===== config.mk =====
export PLATFORM = sky130hd
export DESIGN_NAME = accel_gravity_removal_motion_detect_unit_flat
export DESIGN_NICKNAME = d
export VERILOG_FILES = /design/src/design/agrmd_pkg.sv /design/src/design/agrmd_if.sv /design/src/design/agrmd_axis_filter.sv /design/src/design/accel_gravity_removal_motion_detect_unit.sv /design/src/flat_wrapper.sv
export SDC_FILE = /design/constraint.sdc
export NUM_CORES = 1
export LEC_CHECK = 0
export ABC_AREA = 0
export BUFFER_PORTS_ARGS = -buffer_cell sky130_fd_sc_hd__buf_2
export CAP_MARGIN = 20
export CORE_MARGIN = 1.5
export CORE_UTILIZATION = 35
export DETAILED_ROUTE_END_ITERATION = 12
export PLACE_DENSITY_LB_ADDON = 0.08
export SLEW_MARGIN = 20
export SYNTH_ARGS = -nofsm -noshare
export SYNTH_HDL_FRONTEND = slang
export SYNTH_SLANG_ARGS = --single-unit

===== constraint.sdc =====
create_clock -name clk -period 17.1 [get_ports clk]
set_clock_uncertainty 0.05 [all_clocks]
set_input_delay 1.71 -clock clk [delete_from_list [all_inputs] [get_ports clk]]
set_output_delay 1.71 -clock clk [all_outputs]
set_load 0.05 [all_outputs]

===== src/design/agrmd_pkg.sv =====
// Shared types and constants for the accelerometer gravity removal and motion detect block.
// No dependencies; every other design file refers to this package by scoped names.
`default_nettype none

package agrmd_pkg;

    // field widths
    localparam int SAMPLE_W   = 10;
    localparam int FILT_W     = 11;
    localparam int WEIGHT_W   = 4;
    localparam int THRESH_W   = 7;
    localparam int ACTION_W   = 2;
    localparam int CFG_IDX_W  = 2;
    localparam int CFG_DATA_W = 7;
    localparam int NUM_AXES   = 3;

    // gravity update arithmetic: weighted sum and its magnitude
    localparam int ACC_W = 14;
    localparam int MAG_W = 13;

    // divide by ten as multiply by reciprocal, exact for magnitudes below 16384
    localparam int DIV10_SHIFT = 16;
    localparam int DIV10_MUL_W = 13;
    localparam logic [DIV10_MUL_W-1:0] DIV10_MUL = 13'd6554;

    localparam logic [WEIGHT_W-1:0] NORM_DIV = 4'd10;

    // register indexes
    localparam logic [CFG_IDX_W-1:0] REG_WEIGHT = 2'd0;
    localparam logic [CFG_IDX_W-1:0] REG_THRESH = 2'd1;

    // register limits and reset values
    localparam logic [WEIGHT_W-1:0] WEIGHT_MIN   = 4'd1;
    localparam logic [WEIGHT_W-1:0] WEIGHT_MAX   = 4'd9;
    localparam logic [WEIGHT_W-1:0] WEIGHT_RESET = 4'd6;
    localparam logic [THRESH_W-1:0] THRESH_MIN   = 7'd1;
    localparam logic [THRESH_W-1:0] THRESH_MAX   = 7'd100;
    localparam logic [THRESH_W-1:0] THRESH_RESET = 7'd40;

    localparam logic signed [SAMPLE_W-1:0] PRIOR_RESET = 10'sd2;

    typedef logic signed [SAMPLE_W-1:0] sample_t;
    typedef logic signed [FILT_W-1:0]   filt_t;

    typedef enum logic [ACTION_W-1:0] {
        ACT_X    = 2'd0,
        ACT_Y    = 2'd1,
        ACT_Z    = 2'd2,
        ACT_SYNC = 2'd3
    } action_t;

    // per-axis result of one sync
    typedef struct packed {
        filt_t filt;
        logic  above;
        logic  below;
    } axis_res_t;

endpackage

`default_nettype wire


===== src/design/agrmd_if.sv =====
// Valid/ready channel interfaces: axis events in, motion results out, register writes.
// Depends on agrmd_pkg for field widths and types.
`default_nettype none

interface agrmd_in_if;
    logic                             valid;
    logic                             ready;
    logic [agrmd_pkg::ACTION_W-1:0]   action;
    logic signed [agrmd_pkg::SAMPLE_W-1:0] sample_value;

    modport source (output valid, output action, output sample_value, input ready);
    modport sink   (input valid, input action, input sample_value, output ready);
endinterface

interface agrmd_out_if;
    logic                              valid;
    logic                              ready;
    logic signed [agrmd_pkg::FILT_W-1:0] filtered_x;
    logic signed [agrmd_pkg::FILT_W-1:0] filtered_y;
    logic signed [agrmd_pkg::FILT_W-1:0] filtered_z;
    logic                              move_left;
    logic                              move_right;
    logic                              move_backward;
    logic                              move_forward;
    logic                              move_down;
    logic                              move_up;

    modport source (output valid, output filtered_x, output filtered_y, output filtered_z,
                    output move_left, output move_right, output move_backward,
                    output move_forward, output move_down, output move_up, input ready);
    modport sink   (input valid, input filtered_x, input filtered_y, input filtered_z,
                    input move_left, input move_right, input move_backward,
                    input move_forward, input move_down, input move_up, output ready);
endinterface

interface agrmd_cfg_if;
    logic                               valid;
    logic                               ready;
    logic [agrmd_pkg::CFG_IDX_W-1:0]    index;
    logic [agrmd_pkg::CFG_DATA_W-1:0]   data;

    modport source (output valid, output index, output data, input ready);
    modport sink   (input valid, input index, input data, output ready);
endinterface

`default_nettype wire


===== src/design/agrmd_axis_filter.sv =====
// One axis lane: low-pass gravity update, gravity subtraction and threshold compare.
// Depends on agrmd_pkg; purely combinational, instantiated once per axis by the top level.
`default_nettype none

module agrmd_axis_filter (
    input  wire logic [agrmd_pkg::WEIGHT_W-1:0] weight,
    input  wire logic [agrmd_pkg::THRESH_W-1:0] thresh,
    input  wire agrmd_pkg::sample_t             gravity,
    input  wire agrmd_pkg::sample_t             prior,
    input  wire agrmd_pkg::sample_t             current,
    output agrmd_pkg::sample_t                  gravity_new,
    output agrmd_pkg::axis_res_t                res
);

    localparam int ACC_W  = agrmd_pkg::ACC_W;
    localparam int MAG_W  = agrmd_pkg::MAG_W;
    localparam int SMP_W  = agrmd_pkg::SAMPLE_W;
    localparam int FLT_W  = agrmd_pkg::FILT_W;
    localparam int WGT_W  = agrmd_pkg::WEIGHT_W;
    localparam int PROD_W = MAG_W + agrmd_pkg::DIV10_MUL_W;

    logic [WGT_W-1:0]        weight_new;
    logic signed [ACC_W-1:0] weight_s;
    logic signed [ACC_W-1:0] weight_new_s;
    logic signed [ACC_W-1:0] gravity_s;
    logic signed [ACC_W-1:0] prior_s;
    logic signed [ACC_W-1:0] mix_sum;
    logic signed [ACC_W-1:0] mix_neg;
    logic                    mix_is_neg;
    logic [MAG_W-1:0]        mix_mag;
    logic [PROD_W-1:0]       quot_prod;
    logic [SMP_W-1:0]        quot_mag;
    logic signed [FLT_W-1:0] thresh_s;
    agrmd_pkg::filt_t        filt;

    // weighted mix of old gravity and prior sample
    assign weight_new   = agrmd_pkg::NORM_DIV - weight;
    assign weight_s     = $signed({{(ACC_W-WGT_W){1'b0}}, weight});
    assign weight_new_s = $signed({{(ACC_W-WGT_W){1'b0}}, weight_new});
    assign gravity_s    = {{(ACC_W-SMP_W){gravity[SMP_W-1]}}, gravity};
    assign prior_s      = {{(ACC_W-SMP_W){prior[SMP_W-1]}}, prior};
    assign mix_sum      = weight_s * gravity_s + weight_new_s * prior_s;

    // divide by ten truncating toward zero: work on the magnitude
    assign mix_is_neg = mix_sum[ACC_W-1];
    assign mix_neg    = -mix_sum;
    assign mix_mag    = mix_is_neg ? mix_neg[MAG_W-1:0] : mix_sum[MAG_W-1:0];
    assign quot_prod  = PROD_W'(mix_mag) * PROD_W'(agrmd_pkg::DIV10_MUL);
    assign quot_mag   = quot_prod[agrmd_pkg::DIV10_SHIFT +: SMP_W];

    // mix stays within the sample range, so no clamp is needed
    assign gravity_new = mix_is_neg ? $signed(-quot_mag) : $signed(quot_mag);

    // gravity removal and direction compare
    assign filt     = {current[SMP_W-1], current} - {gravity_new[SMP_W-1], gravity_new};
    assign thresh_s = $signed({{(FLT_W-agrmd_pkg::THRESH_W){1'b0}}, thresh});

    assign res.filt  = filt;
    assign res.above = (filt > thresh_s);
    assign res.below = (filt < -thresh_s);

endmodule

`default_nettype wire


===== src/design/accel_gravity_removal_motion_detect_unit.sv =====
// Top level of the accelerometer gravity removal and motion detect block.
// Depends on agrmd_pkg, the channel interfaces in agrmd_if.sv and agrmd_axis_filter.
`default_nettype none

// Axis events (x, y, z) latch a signed 10-bit reading; a sync event updates a per-axis
// gravity estimate grav = (w*grav + (10-w)*prior)/10, subtracts it from the latched
// readings and returns one result with the three filtered values and six direction flags
// (filtered above +threshold or below -threshold). Axis events return nothing. Every
// transfer passes through the input register; a sync then loads its result into the output
// register. One event is taken per clock, limited only by the output register being full
// with a sync pending. Register writes with an unknown index, a threshold outside 1..100
// or a weight outside 1..9 are dropped; the weight is the low 4 data bits, so higher bits
// are ignored. The write channel is always ready.
module accel_gravity_removal_motion_detect_unit (
    input  wire logic         clk,
    input  wire logic         rst_n,
    agrmd_in_if.sink          in_ch,
    agrmd_out_if.source       out_ch,
    agrmd_cfg_if.sink         cfg
);

    localparam int NUM_AXES = agrmd_pkg::NUM_AXES;

    // configuration
    logic [agrmd_pkg::WEIGHT_W-1:0] weight_reg;
    logic [agrmd_pkg::THRESH_W-1:0] thresh_reg;
    logic [agrmd_pkg::WEIGHT_W-1:0] cfg_weight;
    logic [agrmd_pkg::THRESH_W-1:0] cfg_thresh;

    // input register stage
    logic                  s1_valid_reg;
    agrmd_pkg::action_t    s1_action_reg;
    agrmd_pkg::sample_t    s1_sample_reg;
    logic                  s1_is_sync;
    logic                  s1_go;
    logic                  s1_fire;
    logic                  out_load;

    // per-axis state
    agrmd_pkg::sample_t    latched_reg [NUM_AXES];
    agrmd_pkg::sample_t    prior_reg   [NUM_AXES];
    agrmd_pkg::sample_t    grav_reg    [NUM_AXES];
    agrmd_pkg::sample_t    grav_next   [NUM_AXES];
    agrmd_pkg::axis_res_t  axis_res    [NUM_AXES];

    // output register
    logic                  out_valid_reg;
    logic                  out_valid_next;
    agrmd_pkg::axis_res_t  out_res_reg [NUM_AXES];

    // register writes
    assign cfg.ready  = 1'b1;
    assign cfg_weight = cfg.data[agrmd_pkg::WEIGHT_W-1:0];
    assign cfg_thresh = cfg.data[agrmd_pkg::THRESH_W-1:0];

    always_ff @(posedge clk or negedge rst_n)
    begin
        if (!rst_n)
        begin
            weight_reg <= agrmd_pkg::WEIGHT_RESET;
            thresh_reg <= agrmd_pkg::THRESH_RESET;
        end
        else if (cfg.valid)
        begin
            if (cfg.index == agrmd_pkg::REG_WEIGHT &&
                cfg_weight >= agrmd_pkg::WEIGHT_MIN && cfg_weight <= agrmd_pkg::WEIGHT_MAX)
            begin
                weight_reg <= cfg_weight;
            end
            if (cfg.index == agrmd_pkg::REG_THRESH &&
                cfg_thresh >= agrmd_pkg::THRESH_MIN && cfg_thresh <= agrmd_pkg::THRESH_MAX)
            begin
                thresh_reg <= cfg_thresh;
            end
        end
    end

    // stage handshake: only a sync needs room in the output register
    assign s1_is_sync = (s1_action_reg == agrmd_pkg::ACT_SYNC);
    assign s1_go      = !s1_is_sync || !out_valid_reg || out_ch.ready;
    assign s1_fire    = s1_valid_reg && s1_go;
    assign out_load   = s1_fire && s1_is_sync;
    assign in_ch.ready = !s1_valid_reg || s1_go;

    always_ff @(posedge clk or negedge rst_n)
    begin
        if (!rst_n)
        begin
            s1_valid_reg <= 1'b0;
        end
        else if (in_ch.ready)
        begin
            s1_valid_reg <= in_ch.valid;
        end
    end

    // input payload
    always_ff @(posedge clk)
    begin
        if (in_ch.valid && in_ch.ready)
        begin
            s1_action_reg <= agrmd_pkg::action_t'(in_ch.action);
            s1_sample_reg <= in_ch.sample_value;
        end
    end

    // axis lanes
    for (genvar a = 0; a < NUM_AXES; a++)
    begin : g_axis
        agrmd_axis_filter u_axis (
            .weight      (weight_reg),
            .thresh      (thresh_reg),
            .gravity     (grav_reg[a]),
            .prior       (prior_reg[a]),
            .current     (latched_reg[a]),
            .gravity_new (grav_next[a]),
            .res         (axis_res[a])
        );

        // latch readings, advance gravity and prior on sync
        always_ff @(posedge clk or negedge rst_n)
        begin
            if (!rst_n)
            begin
                latched_reg[a] <= '0;
                prior_reg[a]   <= agrmd_pkg::PRIOR_RESET;
                grav_reg[a]    <= '0;
            end
            else if (s1_fire)
            begin
                if (s1_is_sync)
                begin
                    grav_reg[a]  <= grav_next[a];
                    prior_reg[a] <= latched_reg[a];
                end
                else if (s1_action_reg == agrmd_pkg::action_t'(a))
                begin
                    latched_reg[a] <= s1_sample_reg;
                end
            end
        end

        // result payload
        always_ff @(posedge clk)
        begin
            if (out_load)
            begin
                out_res_reg[a] <= axis_res[a];
            end
        end
    end

    // output valid
    always_comb
    begin
        if (out_load)
        begin
            out_valid_next = 1'b1;
        end
        else if (out_ch.ready)
        begin
            out_valid_next = 1'b0;
        end
        else
        begin
            out_valid_next = out_valid_reg;
        end
    end

    always_ff @(posedge clk or negedge rst_n)
    begin
        if (!rst_n)
        begin
            out_valid_reg <= 1'b0;
        end
        else
        begin
            out_valid_reg <= out_valid_next;
        end
    end

    // result fields
    assign out_ch.valid         = out_valid_reg;
    assign out_ch.filtered_x    = out_res_reg[0].filt;
    assign out_ch.filtered_y    = out_res_reg[1].filt;
    assign out_ch.filtered_z    = out_res_reg[2].filt;
    assign out_ch.move_left     = out_res_reg[0].above;
    assign out_ch.move_right    = out_res_reg[0].below;
    assign out_ch.move_backward = out_res_reg[1].above;
    assign out_ch.move_forward  = out_res_reg[1].below;
    assign out_ch.move_down     = out_res_reg[2].above;
    assign out_ch.move_up       = out_res_reg[2].below;

endmodule

`default_nettype wire

===== src/flat_wrapper.sv =====
// flat-port wrapper written by rule: the top's interface ports become plain ports
module accel_gravity_removal_motion_detect_unit_flat 
  (clk, rst_n, in_ch_valid, in_ch_action, in_ch_sample_value, in_ch_ready, out_ch_valid, out_ch_filtered_x, out_ch_filtered_y, out_ch_filtered_z, out_ch_move_left, out_ch_move_right, out_ch_move_backward, out_ch_move_forward, out_ch_move_down, out_ch_move_up, out_ch_ready, cfg_valid, cfg_index, cfg_data, cfg_ready);
  agrmd_in_if in_ch_i ();
  agrmd_out_if out_ch_i ();
  agrmd_cfg_if cfg_i ();
  input  wire logic clk;
  input  wire logic rst_n;
  input wire logic [$bits(in_ch_i.valid)-1:0] in_ch_valid;
  input wire logic [$bits(in_ch_i.action)-1:0] in_ch_action;
  input wire logic [$bits(in_ch_i.sample_value)-1:0] in_ch_sample_value;
  output wire logic [$bits(in_ch_i.ready)-1:0] in_ch_ready;
  output wire logic [$bits(out_ch_i.valid)-1:0] out_ch_valid;
  output wire logic [$bits(out_ch_i.filtered_x)-1:0] out_ch_filtered_x;
  output wire logic [$bits(out_ch_i.filtered_y)-1:0] out_ch_filtered_y;
  output wire logic [$bits(out_ch_i.filtered_z)-1:0] out_ch_filtered_z;
  output wire logic [$bits(out_ch_i.move_left)-1:0] out_ch_move_left;
  output wire logic [$bits(out_ch_i.move_right)-1:0] out_ch_move_right;
  output wire logic [$bits(out_ch_i.move_backward)-1:0] out_ch_move_backward;
  output wire logic [$bits(out_ch_i.move_forward)-1:0] out_ch_move_forward;
  output wire logic [$bits(out_ch_i.move_down)-1:0] out_ch_move_down;
  output wire logic [$bits(out_ch_i.move_up)-1:0] out_ch_move_up;
  input wire logic [$bits(out_ch_i.ready)-1:0] out_ch_ready;
  input wire logic [$bits(cfg_i.valid)-1:0] cfg_valid;
  input wire logic [$bits(cfg_i.index)-1:0] cfg_index;
  input wire logic [$bits(cfg_i.data)-1:0] cfg_data;
  output wire logic [$bits(cfg_i.ready)-1:0] cfg_ready;
  assign in_ch_i.valid = in_ch_valid;
  assign in_ch_i.action = in_ch_action;
  assign in_ch_i.sample_value = in_ch_sample_value;
  assign in_ch_ready = in_ch_i.ready;
  assign out_ch_valid = out_ch_i.valid;
  assign out_ch_filtered_x = out_ch_i.filtered_x;
  assign out_ch_filtered_y = out_ch_i.filtered_y;
  assign out_ch_filtered_z = out_ch_i.filtered_z;
  assign out_ch_move_left = out_ch_i.move_left;
  assign out_ch_move_right = out_ch_i.move_right;
  assign out_ch_move_backward = out_ch_i.move_backward;
  assign out_ch_move_forward = out_ch_i.move_forward;
  assign out_ch_move_down = out_ch_i.move_down;
  assign out_ch_move_up = out_ch_i.move_up;
  assign out_ch_i.ready = out_ch_ready;
  assign cfg_i.valid = cfg_valid;
  assign cfg_i.index = cfg_index;
  assign cfg_i.data = cfg_data;
  assign cfg_ready = cfg_i.ready;
  accel_gravity_removal_motion_detect_unit u_core (.clk(clk), .rst_n(rst_n), .in_ch(in_ch_i), .out_ch(out_ch_i), .cfg(cfg_i));
endmodule

==> impl_results.md <==
- Synth Instances: 2,851
- First-pass GRT wire length: 108 mm
- Drt pass-1 iters: 5
- Hold Crit Class: flip-flop to flip-flop
- Minimum clock period: 15,750 ps
- Max FO, Critical Path: 22
- TritonCTS clock tree: done
- Most common cell on crit path: fa_1
- Seq cells post-synth: 154
- Hold-fix buffers, CTS: 0
- Syn avg cell area: 9.32 um^2
- RSZ-0062 raised after global routing: no
- DRT iter0 DRCs: 762
- Final ANT Viol Nets: 0
- CTS resizes: 0
- Kind of start point of the critical path: flip-flop
- Die area: 0.0776 mm^2
- Sequential area share after synthesis: 15.5%
- Yosys top cell area share: 23.1%
- Final WL: 64.6 mm
- Syn Nets: 3,665
- Initial antenna violation count: 0
- Final worst slack: 1350 ps
- Gpl congestion: 0.830
- Synth Cell Area: 0.0266 mm^2
- Core Util, Final: 38.2%
- Post-CTS Setup Inserts: 0
- Largest net degree at the start of global routing: 63
- Setup violations, final: 0
- NumNets Final: 3,706
- WP data required: 17,230 ps
- Clock root buffer master: clkbuf_16
- Top cells by area, synth: fa_1 (23%), ha_1 (23%), dfrtp_1 (9.0%)
- Final worst-path cycle share: 92.1%
- # Max-Cap Violations: 0
- Worst Setup End Kind: flip-flop
- Status: completed
- Overflow after GRT: 0
- # IOs: 68
- H-tree depth: 4
- Worst rel slew slack: 28.7%
- Final hold vios: 0
- Total track usage: 17.5%
- WHS Path Cells: 2
- Port Buffers: 66
- Yosys warnings: 0
- CTS clk-pin slew, worst paths: 70 ps
- Worst-skew pair later-pin latency: 460 ps
- Via count: 18,579
- Async set or reset register ratio after synthesis: 66.9%
- Vias per std cell: 4.79
- # rows: 100
- Final HPWL DP: 55.7 mm
- Cts bufs inserted: 17
- Area delta synth->final: 7.60%
- Share of layout cells above drive strength 1: 6.44%
- Least-Margin Pin Slew: 1060 ps
- Width of the die: 279 um
- Setup WS pre-CTS: 1470 ps
- Worst setup path class: flip-flop to flip-flop
- Die height: 279 um
- Num Clock Sinks: 154
- Post-synth top flop: dfrtp_1
- DR DRC count: 0
- Slew Limit Fails: 0
- Slowest stage delay, CP: 740 ps
- Vias in the first global route: 20,038
- Fmax: 63.5 MHz
- Slowest CP cell: dfstp_2
- Max FFs per register: 39
- Clock buffer depth: 2
- Initial Util: 35.5%
- Wire per inst: 16.7 um
- Setup TNS Final: 0 ps
- Unique masters post-synth: 85
- Number of synthesized flops with an enable pin: 51
- R2R cell count: 53
- Arrival @ worst endpoint: 15,880 ps
- Core Box Area: 0.0748 mm^2
- Cell taking the most area after synthesis: fa_1
==> critical path, delay by kind of cell (launching register included) <==
kind	cells	cell delay, ps
compound gates	15	2940
xor+xnor	4	2230
flops	1	740
buf+inv	9	1210
fa+ha+maj	15	6300
simple gates	10	1940
==> placed cells by master, fill, tap and decap left out, types with 29 or more instances in the layout <==
cell	Yosys	final
ha_1	481	481
o21a_1	40	40
xor2_1	64	63
dfrtp_1	96	95
buf_2	0	65
fa_1	307	307
edfxtp_1	51	51
xnor2_1	135	133
and2_1	110	110
inv_1	605	605
a21oi_1	66	66
nor2_1	82	82
o21ai_0	93	93
nor2b_1	80	79
nand2_1	277	277
mux2_2	29	29
==> layer usage <==
| metal | share of wire, % | global-route usage (%) |
|---|---|---|
| met1 | 48 | 23.6 |
| met2 | 49 | 30.5 |
| met3 | 1.4 | 1.33 |
| met4 | 1.7 | 3.89 |
| met5 | 0 | 0 |
==> cell usage after synthesis, types with 64 or more instances <==
cell	instances
nand2_1	277
inv_1	605
xor2_1	64
a21oi_1	66
ha_1	481
dfrtp_1	96
fa_1	307
and2_1	110
nor2_1	82
nor2b_1	80
o21ai_0	93
xnor2_1	135
==> layout make-up <==
class | instances | area [um^2]
Antenna cell | 1 | 2.50
Timing Repair Buffer | 81 | 445
Sequential cell | 154 | 4120
Clock buffer | 20 | 468
Multi-Input combinational cell | 2032 | 20000
Fill cell | 7587 | 46200
Inverter | 606 | 2270
Tap cell | 969 | 1210
Clock inverter | 12 | 108
==> worst paths after layout <==
check                                           from                         to  slack (ps)
worst min-delay path            u_core.prior_reg[21]       u_core.prior_reg[21]         450
worst max-delay path            u_core.weight_reg[2]  u_core.out_res_reg[0][27]        1350
worst max register to register  u_core.weight_reg[2]  u_core.out_res_reg[0][27]        1350
max in group asynchronous                      rst_n        u_core.grav_reg[20]       14480
min in group asynchronous                      rst_n       u_core.thresh_reg[4]        1200
worst min register to register  u_core.prior_reg[21]       u_core.prior_reg[21]         450
==> cell families (layout without fill, tap and decap cells) <==
kind of cell / after synthesis / count (layout) / share of synthesized area, %
adders and majority gates: 794 / 794 / 46.0
and+or+nand+nor: 683 / 683 / 12.8
buffers and inverters: 665 / 719 / 9.50
AOI/OAI and AO/OA: 317 / 317 / 7.92
xor gates and xnor gates: 203 / 203 / 6.83
DFF: 154 / 154 / 15.5
muxes: 34 / 34 / 1.42
other: 1 / 2 / 0.0141
==> per-stage QoR <==
step | instances | hold slack (ps) | area (um^2)
after floorplan | 2851 | 401 | 26600
after global placement | 3842 | 439 | 28000
after detailed placement | 3842 | 434 | 28000
after CTS | 3874 | 445 | 28600
after global routing | 3874 | 473 | 28600
final | 3875 | 445 | 28600
Power is not shown: default switching activity piles up to over one toggle a cycle in this logic, so the estimate is an artifact.
